[src/sv/sfp_pkg.sv]
// Shared types and codes for the sync frame parser.
package sfp_pkg;

   localparam logic [7:0] SYNC_FIRST  = 8'hB5;
   localparam logic [7:0] SYNC_SECOND = 8'h62;

   localparam logic [7:0]  ACCEPTED_CLASS_RST = 8'd1;
   localparam logic [15:0] MAX_PAYLOAD_RST    = 16'd1020;

   // byte roles
   localparam logic [2:0] ROLE_NONE    = 3'd0;
   localparam logic [2:0] ROLE_CLASS   = 3'd1;
   localparam logic [2:0] ROLE_ID      = 3'd2;
   localparam logic [2:0] ROLE_LENLO   = 3'd3;
   localparam logic [2:0] ROLE_LENHI   = 3'd4;
   localparam logic [2:0] ROLE_PAYLOAD = 3'd5;
   localparam logic [2:0] ROLE_CKA     = 3'd6;
   localparam logic [2:0] ROLE_CKB     = 3'd7;

   // frame status
   localparam logic [2:0] ST_NONE        = 3'd0;
   localparam logic [2:0] ST_DELIVERED   = 3'd1;
   localparam logic [2:0] ST_NOT_HANDLED = 3'd2;
   localparam logic [2:0] ST_BAD_A       = 3'd3;
   localparam logic [2:0] ST_BAD_B       = 3'd4;
   localparam logic [2:0] ST_TOO_LONG    = 3'd5;

   // register indexes (paddr bit 2)
   localparam logic REG_ACCEPTED_CLASS = 1'b0;
   localparam logic REG_MAX_PAYLOAD    = 1'b1;

   typedef struct packed {
      logic [7:0]  accepted_class;
      logic [15:0] max_payload;
   } cfg_type;

   typedef struct packed {
      logic [7:0]  data_byte;
      logic [2:0]  byte_role;
      logic [15:0] payload_index;
      logic [7:0]  frame_class;
      logic [15:0] frame_length;
      logic        frame_end;
      logic [2:0]  frame_status;
   } rsp_type;

endpackage

[src/sv/sfp_csr.sv]
// Configuration registers behind the APB-style port.
module sfp_csr (
   input  logic               clock,
   input  logic               reset,
   input  logic               csr_psel,
   input  logic               csr_penable,
   input  logic               csr_pwrite,
   input  logic [2:0]         csr_paddr,
   input  logic [31:0]        csr_pwdata,
   output logic [31:0]        csr_prdata,
   output logic               csr_pready,
   output sfp_pkg::cfg_type   cfg
);

   sfp_pkg::cfg_type cfg_ff;
   sfp_pkg::cfg_type cfg_in;
   logic             wr_en;

   assign csr_pready = 1'b1;
   assign wr_en      = csr_psel && csr_penable && csr_pwrite && csr_pready;

   always_comb begin
      cfg_in = cfg_ff;
      if (wr_en) begin
         unique case (csr_paddr[2])
            sfp_pkg::REG_ACCEPTED_CLASS: cfg_in.accepted_class = csr_pwdata[7:0];
            sfp_pkg::REG_MAX_PAYLOAD:    cfg_in.max_payload    = csr_pwdata[15:0];
            default:                     cfg_in = cfg_ff;
         endcase
      end
   end

   always_comb begin
      unique case (csr_paddr[2])
         sfp_pkg::REG_ACCEPTED_CLASS: csr_prdata = {24'd0, cfg_ff.accepted_class};
         sfp_pkg::REG_MAX_PAYLOAD:    csr_prdata = {16'd0, cfg_ff.max_payload};
         default:                     csr_prdata = 32'd0;
      endcase
   end

   always_ff @(posedge clock) begin
      if (reset) begin
         cfg_ff.accepted_class <= sfp_pkg::ACCEPTED_CLASS_RST;
         cfg_ff.max_payload    <= sfp_pkg::MAX_PAYLOAD_RST;
      end else begin
         cfg_ff <= cfg_in;
      end
   end

   assign cfg = cfg_ff;

endmodule

[src/sv/sfp_parser.sv]
// Frame parser state machine, Fletcher-8 sums and result register.
module sfp_parser (
   input  logic               clock,
   input  logic               reset,
   input  logic               step_go,
   input  logic               func,
   input  logic [7:0]         rx_byte,
   input  sfp_pkg::cfg_type   cfg,
   output sfp_pkg::rsp_type   rsp
);

   typedef enum logic [3:0] {
      PH_HUNT, PH_SYNC2, PH_CLASS, PH_ID, PH_LENLO,
      PH_LENHI, PH_PAYLOAD, PH_CKA, PH_CKB
   } phase_type;

   phase_type        phase_ff, phase_in;
   logic [7:0]       sum_a_ff, sum_a_in;
   logic [7:0]       sum_b_ff, sum_b_in;
   logic [15:0]      len_ff, len_in;
   logic [15:0]      cnt_ff, cnt_in;
   logic [7:0]       class_ff, class_in;
   sfp_pkg::rsp_type rsp_ff, rsp_in;

   logic [7:0]  sum_a_add;
   logic [7:0]  sum_b_add;
   logic [15:0] len_full;
   logic [15:0] cnt_inc;

   assign sum_a_add = sum_a_ff + rx_byte;
   assign sum_b_add = sum_b_ff + sum_a_add;
   assign len_full  = {rx_byte, len_ff[7:0]};
   assign cnt_inc   = cnt_ff + 16'd1;

   always_comb begin
      phase_in = phase_ff;
      sum_a_in = sum_a_ff;
      sum_b_in = sum_b_ff;
      len_in   = len_ff;
      cnt_in   = cnt_ff;
      class_in = class_ff;

      rsp_in.data_byte     = rx_byte;
      rsp_in.byte_role     = sfp_pkg::ROLE_NONE;
      rsp_in.payload_index = 16'd0;
      rsp_in.frame_class   = 8'd0;
      rsp_in.frame_length  = 16'd0;
      rsp_in.frame_end     = 1'b0;
      rsp_in.frame_status  = sfp_pkg::ST_NONE;

      if (func) begin
         // restart: back to the hunt, all fields zero
         phase_in = PH_HUNT;
         sum_a_in = 8'd0;
         sum_b_in = 8'd0;
         len_in   = 16'd0;
         cnt_in   = 16'd0;
         class_in = 8'd0;
         rsp_in.data_byte = 8'd0;
      end else begin
         unique case (phase_ff)
            PH_SYNC2: begin
               if (rx_byte == sfp_pkg::SYNC_SECOND) begin
                  sum_a_in = 8'd0;
                  sum_b_in = 8'd0;
                  len_in   = 16'd0;
                  cnt_in   = 16'd0;
                  class_in = 8'd0;
                  phase_in = PH_CLASS;
               end else begin
                  phase_in = PH_HUNT;
               end
            end
            PH_CLASS: begin
               rsp_in.byte_role = sfp_pkg::ROLE_CLASS;
               class_in = rx_byte;
               sum_a_in = sum_a_add;
               sum_b_in = sum_b_add;
               phase_in = PH_ID;
            end
            PH_ID: begin
               rsp_in.byte_role = sfp_pkg::ROLE_ID;
               sum_a_in = sum_a_add;
               sum_b_in = sum_b_add;
               phase_in = PH_LENLO;
            end
            PH_LENLO: begin
               rsp_in.byte_role    = sfp_pkg::ROLE_LENLO;
               sum_a_in            = sum_a_add;
               sum_b_in            = sum_b_add;
               len_in              = {8'd0, rx_byte};
               rsp_in.frame_length = {8'd0, rx_byte};
               phase_in            = PH_LENHI;
            end
            PH_LENHI: begin
               rsp_in.byte_role    = sfp_pkg::ROLE_LENHI;
               sum_a_in            = sum_a_add;
               sum_b_in            = sum_b_add;
               len_in              = len_full;
               rsp_in.frame_length = len_full;
               cnt_in              = 16'd0;
               if (len_full > cfg.max_payload) begin
                  rsp_in.frame_end    = 1'b1;
                  rsp_in.frame_status = sfp_pkg::ST_TOO_LONG;
                  phase_in            = PH_HUNT;
               end else if (len_full == 16'd0) begin
                  phase_in = PH_CKA;   // empty payload
               end else begin
                  phase_in = PH_PAYLOAD;
               end
            end
            PH_PAYLOAD: begin
               rsp_in.byte_role     = sfp_pkg::ROLE_PAYLOAD;
               rsp_in.frame_length  = len_ff;
               rsp_in.payload_index = cnt_ff;
               sum_a_in             = sum_a_add;
               sum_b_in             = sum_b_add;
               cnt_in               = cnt_inc;
               if (cnt_inc >= len_ff) begin
                  phase_in = PH_CKA;
               end
            end
            PH_CKA: begin
               rsp_in.byte_role    = sfp_pkg::ROLE_CKA;
               rsp_in.frame_length = len_ff;
               if (rx_byte == sum_a_ff) begin
                  phase_in = PH_CKB;
               end else begin
                  rsp_in.frame_end    = 1'b1;
                  rsp_in.frame_status = sfp_pkg::ST_BAD_A;
                  phase_in            = PH_HUNT;
               end
            end
            PH_CKB: begin
               rsp_in.byte_role    = sfp_pkg::ROLE_CKB;
               rsp_in.frame_length = len_ff;
               rsp_in.frame_end    = 1'b1;
               if (rx_byte != sum_b_ff) begin
                  rsp_in.frame_status = sfp_pkg::ST_BAD_B;
               end else if (class_ff == cfg.accepted_class) begin
                  rsp_in.frame_status = sfp_pkg::ST_DELIVERED;
               end else begin
                  rsp_in.frame_status = sfp_pkg::ST_NOT_HANDLED;
               end
               phase_in = PH_HUNT;
            end
            default: begin
               // sync hunt
               phase_in = (rx_byte == sfp_pkg::SYNC_FIRST) ? PH_SYNC2 : PH_HUNT;
            end
         endcase
         if (rsp_in.byte_role != sfp_pkg::ROLE_NONE) begin
            rsp_in.frame_class = class_in;
         end
      end
   end

   always_ff @(posedge clock) begin
      if (reset) begin
         phase_ff <= PH_HUNT;
         sum_a_ff <= 8'd0;
         sum_b_ff <= 8'd0;
         len_ff   <= 16'd0;
         cnt_ff   <= 16'd0;
         class_ff <= 8'd0;
      end else if (step_go) begin
         phase_ff <= phase_in;
         sum_a_ff <= sum_a_in;
         sum_b_ff <= sum_b_in;
         len_ff   <= len_in;
         cnt_ff   <= cnt_in;
         class_ff <= class_in;
         rsp_ff   <= rsp_in;
      end
   end

   assign rsp = rsp_ff;

endmodule

[src/sv/sync_frame_parser_fletcher8.sv]
// Top level of the sync frame parser with Fletcher-8 check.
//
// Request channel (req_): one item per byte; req_func = 1 restarts the parser
// to the sync hunt, otherwise req_rx_byte is parsed. Response channel (rsp_):
// exactly one item per request item, in order, giving the byte echo, its
// role, payload index, frame class and length, and an end flag with status.
// Both channels: an item moves on a clock edge with valid high and stall low.
//
// An accepted item sits in the input register and is parsed once the result
// register is free (state update and result register load together); it is
// then offered on rsp_ from the result register.
// Throughput: one item per cycle while rsp_stall stays low; the single parse
// step is the only work. When the receiver stalls, the result register holds;
// the input register then fills, and req_stall rises once both are occupied.
// Reset (synchronous, active high) empties both registers, returns the
// parser to the sync hunt with cleared sums, and loads accepted_class = 1,
// max_payload = 1020. Registers sit at csr_paddr 0 and 4; write them only
// while no item is in flight.
module sync_frame_parser_fletcher8 (
   input  logic        clock,
   input  logic        reset,
   // request channel
   input  logic        req_valid,
   output logic        req_stall,
   input  logic        req_func,
   input  logic [7:0]  req_rx_byte,
   // response channel
   output logic        rsp_valid,
   input  logic        rsp_stall,
   output logic [7:0]  rsp_data_byte,
   output logic [2:0]  rsp_byte_role,
   output logic [15:0] rsp_payload_index,
   output logic [7:0]  rsp_frame_class,
   output logic [15:0] rsp_frame_length,
   output logic        rsp_frame_end,
   output logic [2:0]  rsp_frame_status,
   // configuration port
   input  logic        csr_psel,
   input  logic        csr_penable,
   input  logic        csr_pwrite,
   input  logic [2:0]  csr_paddr,
   input  logic [31:0] csr_pwdata,
   output logic [31:0] csr_prdata,
   output logic        csr_pready
);

   sfp_pkg::cfg_type cfg;
   sfp_pkg::rsp_type rsp;

   // input register
   logic       in_valid_ff, in_valid_in;
   logic       in_func_ff;
   logic [7:0] in_byte_ff;
   // result register valid
   logic       out_valid_ff, out_valid_in;

   logic out_free;   // result register can take a new item this cycle
   logic step_go;    // input item is parsed into the result register
   logic req_take;

   assign out_free  = !out_valid_ff || !rsp_stall;
   assign step_go   = in_valid_ff && out_free;
   assign req_stall = in_valid_ff && !out_free;
   assign req_take  = req_valid && !req_stall;

   always_comb begin
      in_valid_in = in_valid_ff;
      if (req_take) begin
         in_valid_in = 1'b1;
      end else if (step_go) begin
         in_valid_in = 1'b0;
      end

      out_valid_in = out_valid_ff;
      if (step_go) begin
         out_valid_in = 1'b1;
      end else if (!rsp_stall) begin
         out_valid_in = 1'b0;
      end
   end

   always_ff @(posedge clock) begin
      if (reset) begin
         in_valid_ff  <= 1'b0;
         out_valid_ff <= 1'b0;
      end else begin
         in_valid_ff  <= in_valid_in;
         out_valid_ff <= out_valid_in;
      end
   end

   // payload of the input register, no reset needed
   always_ff @(posedge clock) begin
      if (req_take) begin
         in_func_ff <= req_func;
         in_byte_ff <= req_rx_byte;
      end
   end

   sfp_csr u_csr (
      .clock       (clock),
      .reset       (reset),
      .csr_psel    (csr_psel),
      .csr_penable (csr_penable),
      .csr_pwrite  (csr_pwrite),
      .csr_paddr   (csr_paddr),
      .csr_pwdata  (csr_pwdata),
      .csr_prdata  (csr_prdata),
      .csr_pready  (csr_pready),
      .cfg         (cfg)
   );

   sfp_parser u_parser (
      .clock   (clock),
      .reset   (reset),
      .step_go (step_go),
      .func    (in_func_ff),
      .rx_byte (in_byte_ff),
      .cfg     (cfg),
      .rsp     (rsp)
   );

   assign rsp_valid         = out_valid_ff;
   assign rsp_data_byte     = rsp.data_byte;
   assign rsp_byte_role     = rsp.byte_role;
   assign rsp_payload_index = rsp.payload_index;
   assign rsp_frame_class   = rsp.frame_class;
   assign rsp_frame_length  = rsp.frame_length;
   assign rsp_frame_end     = rsp.frame_end;
   assign rsp_frame_status  = rsp.frame_status;

endmodule

[config.mk]
export PLATFORM = sky130hd
export DESIGN_NAME = sync_frame_parser_fletcher8
export DESIGN_NICKNAME = d
export VERILOG_FILES = /design/src/sv/sfp_pkg.sv /design/src/sv/sfp_csr.sv /design/src/sv/sfp_parser.sv /design/src/sv/sync_frame_parser_fletcher8.sv
export SDC_FILE = /design/constraint.sdc
export NUM_CORES = 1
export LEC_CHECK = 0
export ABC_CLOCK_PERIOD_IN_PS = 8700
export BUFFER_PORTS_ARGS = -buffer_cell sky130_fd_sc_hd__buf_4
export CAP_MARGIN = 20
export CORE_UTILIZATION = 40
export DETAILED_ROUTE_END_ITERATION = 10
export GPL_ROUTABILITY_DRIVEN = 1
export PLACE_DENSITY = 0.58
export SYNTH_ARGS = -nofsm -noshare
export SYNTH_HDL_FRONTEND = slang
export SYNTH_SLANG_ARGS = --single-unit
[constraint.sdc]
create_clock -name clock -period 8.7 [get_ports clock]
set_clock_uncertainty 0.1 [all_clocks]
set_input_delay 0.87 -clock clock [delete_from_list [all_inputs] [get_ports clock]]
set_output_delay 0.87 -clock clock [all_outputs]
set_load 0.01 [all_outputs]
==> results of run 1 <==
[flip-flops by register name, indices dropped and copies added, names as in the netlist]
register,flops
u_csr.cfg,24
rsp_valid,1
u_parser.cnt_ff,16
u_parser.phase_ff,4
u_parser.sum_a_ff,8
u_parser.rsp,55
u_parser.len_ff,16
u_parser.sum_b_ff,8
in_byte_ff,8
in_func_ff,1
in_valid_ff,1
u_parser.class_ff,8
[path summary, 6_finish.rpt]
check | cells after the start | end | slack, ns
worst max-delay path | 12 | u_parser.sum_b_ff[7]$_SDFFE_PP0P_ | 4.88
worst min register to register | 2 | u_csr.cfg[12]$_SDFFE_PP0P_ | 0.35
worst min-delay path | 2 | u_csr.cfg[12]$_SDFFE_PP0P_ | 0.35
worst max register to register | 12 | u_parser.sum_b_ff[7]$_SDFFE_PP0P_ | 4.88
[power groups by stage]
stage	Sequential [uW]	Clock (uW)	Combinational [uW]
4_1_cts	769	760	130
2_1_floorplan	775	0	90.0
3_3_place_gp	784	0	129
5_1_grt	771	788	145
3_5_place_dp	784	0	130
6_report	769	746	130
[cell type report]
class | instances | area share
clock buffer | 21 | 0.0511
clock inverter | 11 | 0.0114
inverter | 48 | 0.0187
multi-input combinational | 635 | 0.418
sequential | 150 | 0.379
tap | 265 | 0.0345
timing repair buffer | 112 | 0.0879
[cell families after synthesis]
logic type | count (synthesis) | share of synthesized area
compound gates | 195 | 0.158
other cells | 2 | 0.000930
flops | 150 | 0.451
buf+inv | 110 | 0.0604
xor+xnor | 43 | 0.0483
simple gates | 321 | 0.190
fa+ha+maj | 49 | 0.0777
mux | 10 | 0.0138
[per-layer routing]
metal | wire length, um | vias to the layer above | GRT usage
met5 | 0 | - | 0
met4 | 257 | 0 | 0.0711
met3 | 925 | 18 | 0.0351
met2 | 9450 | 167 | 0.317
met1 | 9530 | 3099 | 0.275
li1 | - | 3257 | -
[Yosys cell counts, types with 3 or more instances]
master | n | area [um2]
sky130_fd_sc_hd__a21o_1 | 9 | 67.6
sky130_fd_sc_hd__a21oi_1 | 67 | 335
sky130_fd_sc_hd__a22o_1 | 6 | 52.6
sky130_fd_sc_hd__a22oi_1 | 36 | 270
sky130_fd_sc_hd__a31oi_1 | 6 | 37.5
sky130_fd_sc_hd__and2_1 | 20 | 125
sky130_fd_sc_hd__and3_1 | 7 | 43.8
sky130_fd_sc_hd__and4_1 | 3 | 26.3
sky130_fd_sc_hd__buf_1 | 3 | 11.3
sky130_fd_sc_hd__buf_2 | 3 | 15.0
sky130_fd_sc_hd__buf_4 | 17 | 128
sky130_fd_sc_hd__clkbuf_1 | 38 | 143
sky130_fd_sc_hd__dfxtp_1 | 86 | 1720
sky130_fd_sc_hd__edfxtp_1 | 64 | 1920
sky130_fd_sc_hd__ha_1 | 47 | 588
sky130_fd_sc_hd__inv_1 | 47 | 176
sky130_fd_sc_hd__mux2_2 | 9 | 101
sky130_fd_sc_hd__nand2_1 | 83 | 312
sky130_fd_sc_hd__nand2b_1 | 7 | 43.8
sky130_fd_sc_hd__nand3_1 | 33 | 165
sky130_fd_sc_hd__nand3b_1 | 9 | 67.6
sky130_fd_sc_hd__nand4_1 | 6 | 37.5
sky130_fd_sc_hd__nor2_1 | 100 | 375
sky130_fd_sc_hd__nor2b_1 | 13 | 81.3
sky130_fd_sc_hd__nor3_1 | 16 | 80.1
sky130_fd_sc_hd__nor4_1 | 10 | 62.6
sky130_fd_sc_hd__o211ai_1 | 14 | 105
sky130_fd_sc_hd__o21a_1 | 4 | 30.0
sky130_fd_sc_hd__o21ai_0 | 24 | 120
sky130_fd_sc_hd__o21ai_1 | 3 | 15.0
sky130_fd_sc_hd__o221ai_1 | 3 | 26.3
sky130_fd_sc_hd__or3_1 | 4 | 25.0
sky130_fd_sc_hd__xnor2_1 | 14 | 123
sky130_fd_sc_hd__xor2_1 | 28 | 245
[worst reg2reg max path: stages, from the launching register on]
cell,delay [ns]
sky130_fd_sc_hd__edfxtp_1,0.70
sky130_fd_sc_hd__ha_1,0.38
sky130_fd_sc_hd__fa_1,0.41
sky130_fd_sc_hd__a21o_1,0.18
sky130_fd_sc_hd__a21oi_1,0.25
sky130_fd_sc_hd__xnor2_1,0.19
sky130_fd_sc_hd__ha_1,0.32
sky130_fd_sc_hd__nand3_1,0.09
sky130_fd_sc_hd__o211ai_1,0.13
sky130_fd_sc_hd__o41ai_1,0.31
sky130_fd_sc_hd__xnor3_1,0.30
sky130_fd_sc_hd__mux2_2,0.28
sky130_fd_sc_hd__a21oi_1,0.11
[metrics by stage]
step	cells	area, um2	utilization	worst slack [ns]
floorplan	895	8140	-	4.54
CTS	1241	9610	0.489	4.89
global route	1242	9620	0.489	4.67
finish	1242	9620	0.489	4.88
detailed placement	1209	9010	0.458	4.93
global placement	1209	9010	0.458	4.95
==> impl_metrics.ini, run 1 <==
[synth]
synth_enable_flop_cells = 64
synth_seq_area_share = 0.451
syn-mean-instance-area_um2 = 9.18
synth-warning-count = 0
ys_ff_latch = 150
netlist_instances = 880
postSynth.asyncResetShare = 0
synth_top_flop_cell = sky130_fd_sc_hd__dfxtp_1
synth.lib_cells_used.distinct = 64
synthesis.area_um2 = 8080

[worst_setup_path]
worst_path_largest_cell_delay_ns = 0.70
crit_path_cell_trace = ha_1, fa_1, a21o_1, a21oi_1, xnor2_1, ha_1, nand3_1, o211ai_1, o41ai_1, xnor3_1, mux2_2, a21oi_1
worst_path_dominant_cell_family = adder cells
required_ns = 8.94
crit-reg2reg-launch = in_byte_ff[0]$_DFFE_PP_
worst_path_max_delay_cell = sky130_fd_sc_hd__edfxtp_1
criticalPathCategory = reg -> reg
worstPathBufferInverterCount = 0
arrival_worst_endpoint_ns = 4.07
cp-startpoint = in_byte_ff[0]$_DFFE_PP_
critical_path_peak_fanout = 12
cp-start-kind = register
setup.worst_path.end_class = register

[power]
switchingPower_uw = 406
pwr-share-seq = 0.467
vdd_ir_drop_max_mv = 0.134
cell_internal_pwr_uw = 1240
power.density_cell_area_nw_per_um2 = 171
total_power_uw = 1650
sw_frac_of_total = 0.247
power_frac_clock = 0.454
power.leakage_uw = 0.00385
share_comb_of_total_power = 0.079

[min_path]
hold_wc_path_type = reg -> reg
hp-start = u_csr.cfg[12]$_SDFFE_PP0P_

[clock_tree]
tritoncts.num_buffers = 17
worst_skew_pair.late_latency_ns = 0.43
ctsLongestPathBuffers = 2
reg_clk_slew_reported_paths_ns = 0.06
cts_root_cell = sky130_fd_sc_hd__clkbuf_16
clock_sinks = 150
postCtsResizedCells = 0
tritoncts = built
post_cts_hold_buffer_count = 0
cts_post_setup_buffers_inserted = 0
clock_tree.htree_level_count = 4

[die]
number_of_standard_cell_rows_in_the_floorplan = 51
fp.coreArea_um2 = 19700
die_width_um = 144
floorplan.die.height_um = 144
floorplan.io_pins = 141
start_util = 0.411
design.die.area_um2 = 20800

[global_route]
number_of_global_route_vias_before_repair = 6016
antenna_found_initial = 0
grt-ovfl-total = 0
largest_net_degree_at_the_start_of_global_routing = 79
grt_util_all_layers = 0.201
grt_first_pass_wirelength_um = 31900

[layout]
drive_gt1_frac = 0.166
register_area_um2 = 3640
nFillCells = 1918
diodes_inserted = 0
mostFrequentLayoutCell = sky130_fd_sc_hd__buf_4
final_net_count = 1064
commonest_cells_after_routing_fill_and_taps_aside = sky130_fd_sc_hd__buf_4 (111), sky130_fd_sc_hd__nor2_1 (99), sky130_fd_sc_hd__dfxtp_1 (86)
syn_to_final_growth_pct = 19.1
multi_input_comb_area_um2 = 4020

[placement]
place_hpwl_um = 13900
numPortBuffers = 105
place_congestion = 0.863

[sta]
hold_slack_ns = 0.354
worst_slew_margin_rel = 0.361
top_achievable_clock_speed_mhz = 262
tightest_slew_ns = 0.951
final_max_slew_viol_count = 0
finalSetupViolations = 0
fin_crit_sh = 0.439
layout_min_cycle_time_ns = 3.82
setup_repair_after_global_routing_missed_its_margin = false
hold_viol_final = 0
setup_tns_final_ns = 0

[route]
first_pass_iters = 5
avgRoutedWirePerCell_um = 16.2
route.detailed.vias_per_inst = 5.27
via_count = 6541
wirelength_um = 20200
detail_route.drc_violations = 0
antenna_left = 0
detailedRoute.firstIterationViolations = 471

[job]
reported_max_cap_violation_count = 0

[status]
status = finished clean
Power figures use the tool's default switching activity.
==> run 2, diff against run 1 <==
--- a/config.mk
+++ b/config.mk
@@ -5,13 +5,13 @@
 export SDC_FILE = /design/constraint.sdc
 export NUM_CORES = 1
 export LEC_CHECK = 0
-export ABC_CLOCK_PERIOD_IN_PS = 8700
+export ABC_CLOCK_PERIOD_IN_PS = 3200
 export BUFFER_PORTS_ARGS = -buffer_cell sky130_fd_sc_hd__buf_4
 export CAP_MARGIN = 20
 export CORE_UTILIZATION = 40
 export DETAILED_ROUTE_END_ITERATION = 10
 export GPL_ROUTABILITY_DRIVEN = 1
-export PLACE_DENSITY = 0.58
+export PLACE_DENSITY = 0.61
 export SYNTH_ARGS = -nofsm -noshare
 export SYNTH_HDL_FRONTEND = slang
 export SYNTH_SLANG_ARGS = --single-unit
==> constraint.sdc (replaced) <==
create_clock -name clock -period 3.2 [get_ports clock]
set_clock_uncertainty 0.1 [all_clocks]
set_input_delay 0.32 -clock clock [delete_from_list [all_inputs] [get_ports clock]]
set_output_delay 0.32 -clock clock [all_outputs]
set_load 0.01 [all_outputs]
==> run 2 against run 1 <==
  * Largest power group is now clock
  * Routed wire length increased by 1.8%
  * Setup slack lost 4.7 ns
  * Combinational power grew to 3.2 times the previous value
==> impl_metrics.ini, run 2 (synthesis gave the netlist of run 1 again) <==
[die]
floorplan.io_pins = 141
number_of_standard_cell_rows_in_the_floorplan = 51
die_width_um = 144
start_util = 0.411
design.die.area_um2 = 20800
fp.coreArea_um2 = 19700
floorplan.die.height_um = 144

[placement]
place_hpwl_um = 14600
place_congestion = 0.920
preCtsSetupSlack_ns = -0.0340
placedInstanceArea_um2 = 9330
numPortBuffers = 105

[power]
total_power_uw = 4640
power.density_cell_area_nw_per_um2 = 459
vdd_ir_drop_max_mv = 0.369
power.leakage_uw = 0.00411

[status]
status = finished clean

[clock_tree]
cts_post_setup_buffers_inserted = 0
reg_clk_slew_reported_paths_ns = 0.06
worst_skew_pair.late_latency_ns = 0.42
ctsLongestPathBuffers = 2
clock_sinks = 150
cts_root_cell = sky130_fd_sc_hd__clkbuf_16
clock_tree.htree_level_count = 4
tritoncts.num_buffers = 17
tritoncts = built

[route]
first_pass_iters = 5
wirelength_um = 20500
via_count = 6796
detailedRoute.firstIterationViolations = 402
antenna_left = 0
route.detailed.vias_per_inst = 5.26
avgRoutedWirePerCell_um = 15.9
detail_route.drc_violations = 0

[sta]
setup_ws_ns = 0.146
hold_viol_final = 0
finalSetupViolations = 0
fin_crit_sh = 0.954
tightest_slew_ns = 0.847
setup_tns_final_ns = 0
worst_slew_margin_rel = 0.434
setup_repair_after_global_routing_missed_its_margin = true
top_achievable_clock_speed_mhz = 327
final_max_slew_viol_count = 0
layout_min_cycle_time_ns = 3.05

[job]
reported_max_cap_violation_count = 0

[global_route]
grt_first_pass_wirelength_um = 32800
number_of_global_route_vias_before_repair = 6416
grt-ovfl-total = 0
grt_util_all_layers = 0.207
antenna_found_initial = 0
largest_net_degree_at_the_start_of_global_routing = 45

[layout]
number_of_flip_flops_under_the_largest_register_name = 55
syn_to_final_growth_pct = 25.3
final_net_count = 1113
drive_gt1_frac = 0.210
post-route-util = 0.515
mostFrequentLayoutCell = sky130_fd_sc_hd__buf_4
diodes_inserted = 0
commonest_cells_after_routing_fill_and_taps_aside = sky130_fd_sc_hd__buf_4 (151), sky130_fd_sc_hd__nor2_1 (97), sky130_fd_sc_hd__dfxtp_1 (85)
finalInstanceArea_um2 = 10100
nFillCells = 1879

[worst_setup_path]
cp-start-kind = register
worstPathBufferInverterCount = 0
required_ns = 3.46
criticalPathCategory = reg -> reg
arrival_worst_endpoint_ns = 3.31
worst_path_largest_cell_delay_ns = 0.39
critical_path_peak_fanout = 3
setup.worst_path.end_class = register
crit_path_cell_trace = ha_2, fa_2, a21o_1, a21oi_2, o21bai_1, a21oi_1, xnor2_1, ha_2, o41ai_2, xnor3_1, mux2_2, a21oi_2
worst_path_dominant_cell_family = compound AO/OA/AOI/OAI gates
worst_path_max_delay_cell = sky130_fd_sc_hd__edfxtp_1

[min_path]
hold_wc_path_type = in -> reg
## run 2: cell type report
type / instances / area, um2 / area share
multi-input cells: 635 / 4080 / 0.403
flip-flops and latches: 150 / 3640 / 0.360
repair buffers: 161 / 1240 / 0.123
clock buffers: 23 / 509 / 0.0503
well taps: 265 / 332 / 0.0327
inverters: 48 / 180 / 0.0178
clock inverters: 9 / 136 / 0.0135
## run 2: layer usage
layer,GRT usage,share of wire,up-vias
met5,0,0,-
met4,0.0616,0.016,0
met3,0.0454,0.047,31
met2,0.342,0.48,184
met1,0.268,0.46,3227
li1,-,-,3354
## run 2: metrics by stage
stage | hold slack [ns] | std cells
after floorplan | 0.319 | 895
after detailed placement | 0.346 | 1250
after CTS | 0.00388 | 1291
after global routing | 0.00530 | 1291
final | 0.0192 | 1291
after global placement | 0.345 | 1250
## run 2: path summary, 6_finish.rpt
path / start / to / slack, ns / depth (start not counted)
setup / recovery: in_byte_ff[0]$_DFFE_PP_ / u_parser.sum_b_ff[7]$_SDFFE_PP0P_ / 0.15 / 12
hold / removal: csr_pwdata[0] / u_csr.cfg[16]$_SDFFE_PP1P_ / 0.02 / 3
setup reg to reg: in_byte_ff[0]$_DFFE_PP_ / u_parser.sum_b_ff[7]$_SDFFE_PP0P_ / 0.15 / 12
hold reg to reg: u_csr.cfg[14]$_SDFFE_PP0P_ / u_csr.cfg[14]$_SDFFE_PP0P_ / 0.36 / 2
## run 2: worst register-to-register path: cells and delay by family (launching register included)
kind,cells,cell delay [ns]
mux,1,0.29
flops,1,0.39
compound gates,6,1.04
xor+xnor,2,0.40
fa+ha+maj,3,0.76
## run 2: report_power, final
group | internal [uW] | total [uW] | switching [uW]
combinational | 173 | 419 | 247
sequential | 2030 | 2060 | 27.3
clock | 1360 | 2160 | 802
total | 3570 | 4640 | 1080
## run 2: repair_timing
item | in CTS | in global routing
hold buffers | 9 | 0
setup endpoints to repair | 1 | 6
pin swaps | 0 | 7
gates resized for setup | 2 | 13
hold endpoints to repair | 9 | 0
==> run 3, diff against run 2 <==
--- a/config.mk
+++ b/config.mk
@@ -8,10 +8,13 @@
 export ABC_CLOCK_PERIOD_IN_PS = 3200
 export BUFFER_PORTS_ARGS = -buffer_cell sky130_fd_sc_hd__buf_4
 export CAP_MARGIN = 20
-export CORE_UTILIZATION = 40
+export CELL_PAD_IN_SITES_DETAIL_PLACEMENT = 0
+export CELL_PAD_IN_SITES_GLOBAL_PLACEMENT = 1
+export CORE_UTILIZATION = 39
 export DETAILED_ROUTE_END_ITERATION = 10
 export GPL_ROUTABILITY_DRIVEN = 1
-export PLACE_DENSITY = 0.61
+export PLACE_DENSITY = 0.75
 export SYNTH_ARGS = -nofsm -noshare
 export SYNTH_HDL_FRONTEND = slang
 export SYNTH_SLANG_ARGS = --single-unit
+export TNS_END_PERCENT = 1
==> run 3 against run 2 <==
  * The run now ends with negative setup slack left
  * Sequential cell count stayed put
  * Register-to-register slack worse by 0.21 ns
  * Global-route usage is 0.26 points lower
  * Cell count is 0.77% higher
==> impl_metrics.ini, run 3 (synthesis gave the netlist of run 1 again) <==
[route]
via_count = 6807
first_pass_iters = 5
detail_route.drc_violations = 0
wirelength_um = 21100
detailedRoute.firstIterationViolations = 357
route.detailed.vias_per_inst = 5.23
antenna_left = 0
avgRoutedWirePerCell_um = 16.2

[clock_tree]
clock_sinks = 150
worst_skew_pair.late_latency_ns = 0.43
reg_clk_slew_reported_paths_ns = 0.07
tritoncts.num_buffers = 17
clock_tree.htree_level_count = 4
ctsLongestPathBuffers = 2
cts_root_cell = sky130_fd_sc_hd__clkbuf_16
tritoncts = built

[global_route]
number_of_global_route_vias_before_repair = 6559
grt_util_all_layers = 0.204
grt_first_pass_wirelength_um = 34000
antenna_found_initial = 0
largest_net_degree_at_the_start_of_global_routing = 52
grt-ovfl-total = 0

[die]
design.die.area_um2 = 21300
floorplan.io_pins = 141
number_of_standard_cell_rows_in_the_floorplan = 52
start_util = 0.398
floorplan.die.height_um = 146
fp.coreArea_um2 = 20300
die_width_um = 146

[power]
power.leakage_uw = 0.00413
power.density_cell_area_nw_per_um2 = 445
vdd_ir_drop_max_mv = 0.384
total_power_uw = 4530

[worst_setup_path]
worst_path_max_delay_cell = sky130_fd_sc_hd__o41ai_2
cp-start-kind = register
required_ns = 3.46
worst_path_most_repeated_cell = sky130_fd_sc_hd__a21oi_2
criticalPathCategory = reg -> reg
worst_path_largest_cell_delay_ns = 0.43
arrival_worst_endpoint_ns = 3.53
worst_path_dominant_cell_family = compound AO/OA/AOI/OAI gates
crit_path_cell_trace = buf_4, fa_2, a21o_1, a21oi_2, xnor2_2, ha_4, nand3_1, o211ai_1, o41ai_2, xnor3_1, mux2_2, a21oi_2
worstPathBufferInverterCount = 1
critical_path_peak_fanout = 5
setup.worst_path.end_class = register

[layout]
finalInstanceArea_um2 = 10200
diodes_inserted = 0
drive_gt1_frac = 0.211
number_of_flip_flops_under_the_largest_register_name = 55
syn_to_final_growth_pct = 25.8
mostFrequentLayoutCell = sky130_fd_sc_hd__buf_4
commonest_cells_after_routing_fill_and_taps_aside = sky130_fd_sc_hd__buf_4 (153), sky130_fd_sc_hd__nor2_1 (98), sky130_fd_sc_hd__dfxtp_1 (85)
final_net_count = 1118

[sta]
final_max_slew_viol_count = 0
tightest_slew_ns = 0.822
setup_tns_final_ns = -0.0627
hold_viol_final = 0
setup_repair_after_global_routing_missed_its_margin = true
fin_crit_sh = 1.02
top_achievable_clock_speed_mhz = 306
hold_slack_ns = 0.0141
finalSetupViolations = 1
worst_slew_margin_rel = 0.449
setup_ws_ns = -0.0627
layout_min_cycle_time_ns = 3.26

[job]
reported_max_cap_violation_count = 0

[status]
status = complete, but fails checks
violations = negative setup slack

[placement]
preCtsSetupSlack_ns = -0.0677
place_hpwl_um = 14900
place_congestion = 0.848
placedInstanceArea_um2 = 9330
numPortBuffers = 105

[min_path]
hold_wc_path_type = in -> reg
run 3: cell count changes in the layout (fill, tap and decap cells not counted), moves of 2 or more:
| cell | change |
|---|---|
| sky130_fd_sc_hd__buf_4 | +2 |
| sky130_fd_sc_hd__and3_4 | -2 |
| sky130_fd_sc_hd__dlygate4sd3_1 | +3 |
| sky130_fd_sc_hd__inv_6 | +3 |
| sky130_fd_sc_hd__clkinvlp_4 | -2 |
| sky130_fd_sc_hd__nand3_1 | -2 |
| sky130_fd_sc_hd__clkbuf_8 | -3 |
| sky130_fd_sc_hd__and3_1 | +2 |
| sky130_fd_sc_hd__bufinv_16 | -2 |
| sky130_fd_sc_hd__clkinv_4 | +2 |
run 3: metrics by stage:
stage / std cells / util
after floorplan: 895 / -
after global placement: 1255 / 0.460
after detailed placement: 1255 / 0.460
after CTS: 1298 / 0.496
after global routing: 1301 / 0.501
final: 1301 / 0.501
run 3: final cells by class:
class                   count  area [um2]
fillers                  1950       10100
multi-input cells         635        4110
flip-flops and latches    150        3640
repair buffers            166        1290
clock buffers              22         497
well taps                 270         338
inverters                  48         180
clock inverters            10         106
run 3: layer usage:
layer	wire length [um]	up-vias	GRT usage
li1	-	3368	-
met1	9810	3235	0.272
met2	9980	177	0.333
met3	963	27	0.0332
met4	380	0	0.0758
met5	0	-	0
run 3: report_power, final:
part | switching, uW | internal (uW)
sequential | 27.2 | 2030
clock | 832 | 1200
combinational | 254 | 179
run 3: path summary, 6_finish.rpt:
path	from	endpoint	slack (ns)	cells after the start
min	csr_pwdata[9]	u_csr.cfg[9]$_SDFFE_PP1P_	0.01	3
min reg2reg	u_csr.cfg[11]$_SDFFE_PP0P_	u_csr.cfg[11]$_SDFFE_PP0P_	0.35	2
max reg2reg	in_byte_ff[1]$_DFFE_PP_	u_parser.sum_b_ff[7]$_SDFFE_PP0P_	-0.06	12
max	in_byte_ff[1]$_DFFE_PP_	u_parser.sum_b_ff[7]$_SDFFE_PP0P_	-0.06	12
run 3: worst register-to-register path: stages (launching register included):
cell and delay [ns]:
sky130_fd_sc_hd__edfxtp_1 0.42, sky130_fd_sc_hd__buf_4 0.17, sky130_fd_sc_hd__fa_2 0.38, sky130_fd_sc_hd__a21o_1 0.17
sky130_fd_sc_hd__a21oi_2 0.20, sky130_fd_sc_hd__xnor2_2 0.17, sky130_fd_sc_hd__ha_4 0.26, sky130_fd_sc_hd__nand3_1 0.07
sky130_fd_sc_hd__o211ai_1 0.14, sky130_fd_sc_hd__o41ai_2 0.43, sky130_fd_sc_hd__xnor3_1 0.28, sky130_fd_sc_hd__mux2_2 0.29
sky130_fd_sc_hd__a21oi_2 0.11
run 3: what timing repair did:
| action | 4_1_cts | 5_1_grt |
|---|---|---|
| endpoints found under the setup margin | 3 | 6 |
| hold buffers | 11 | 1 |
| gates resized for setup | 3 | 15 |
| buffers inserted | 0 | 2 |
| endpoints found under the hold margin | 11 | 1 |
| pin swaps | 0 | 12 |
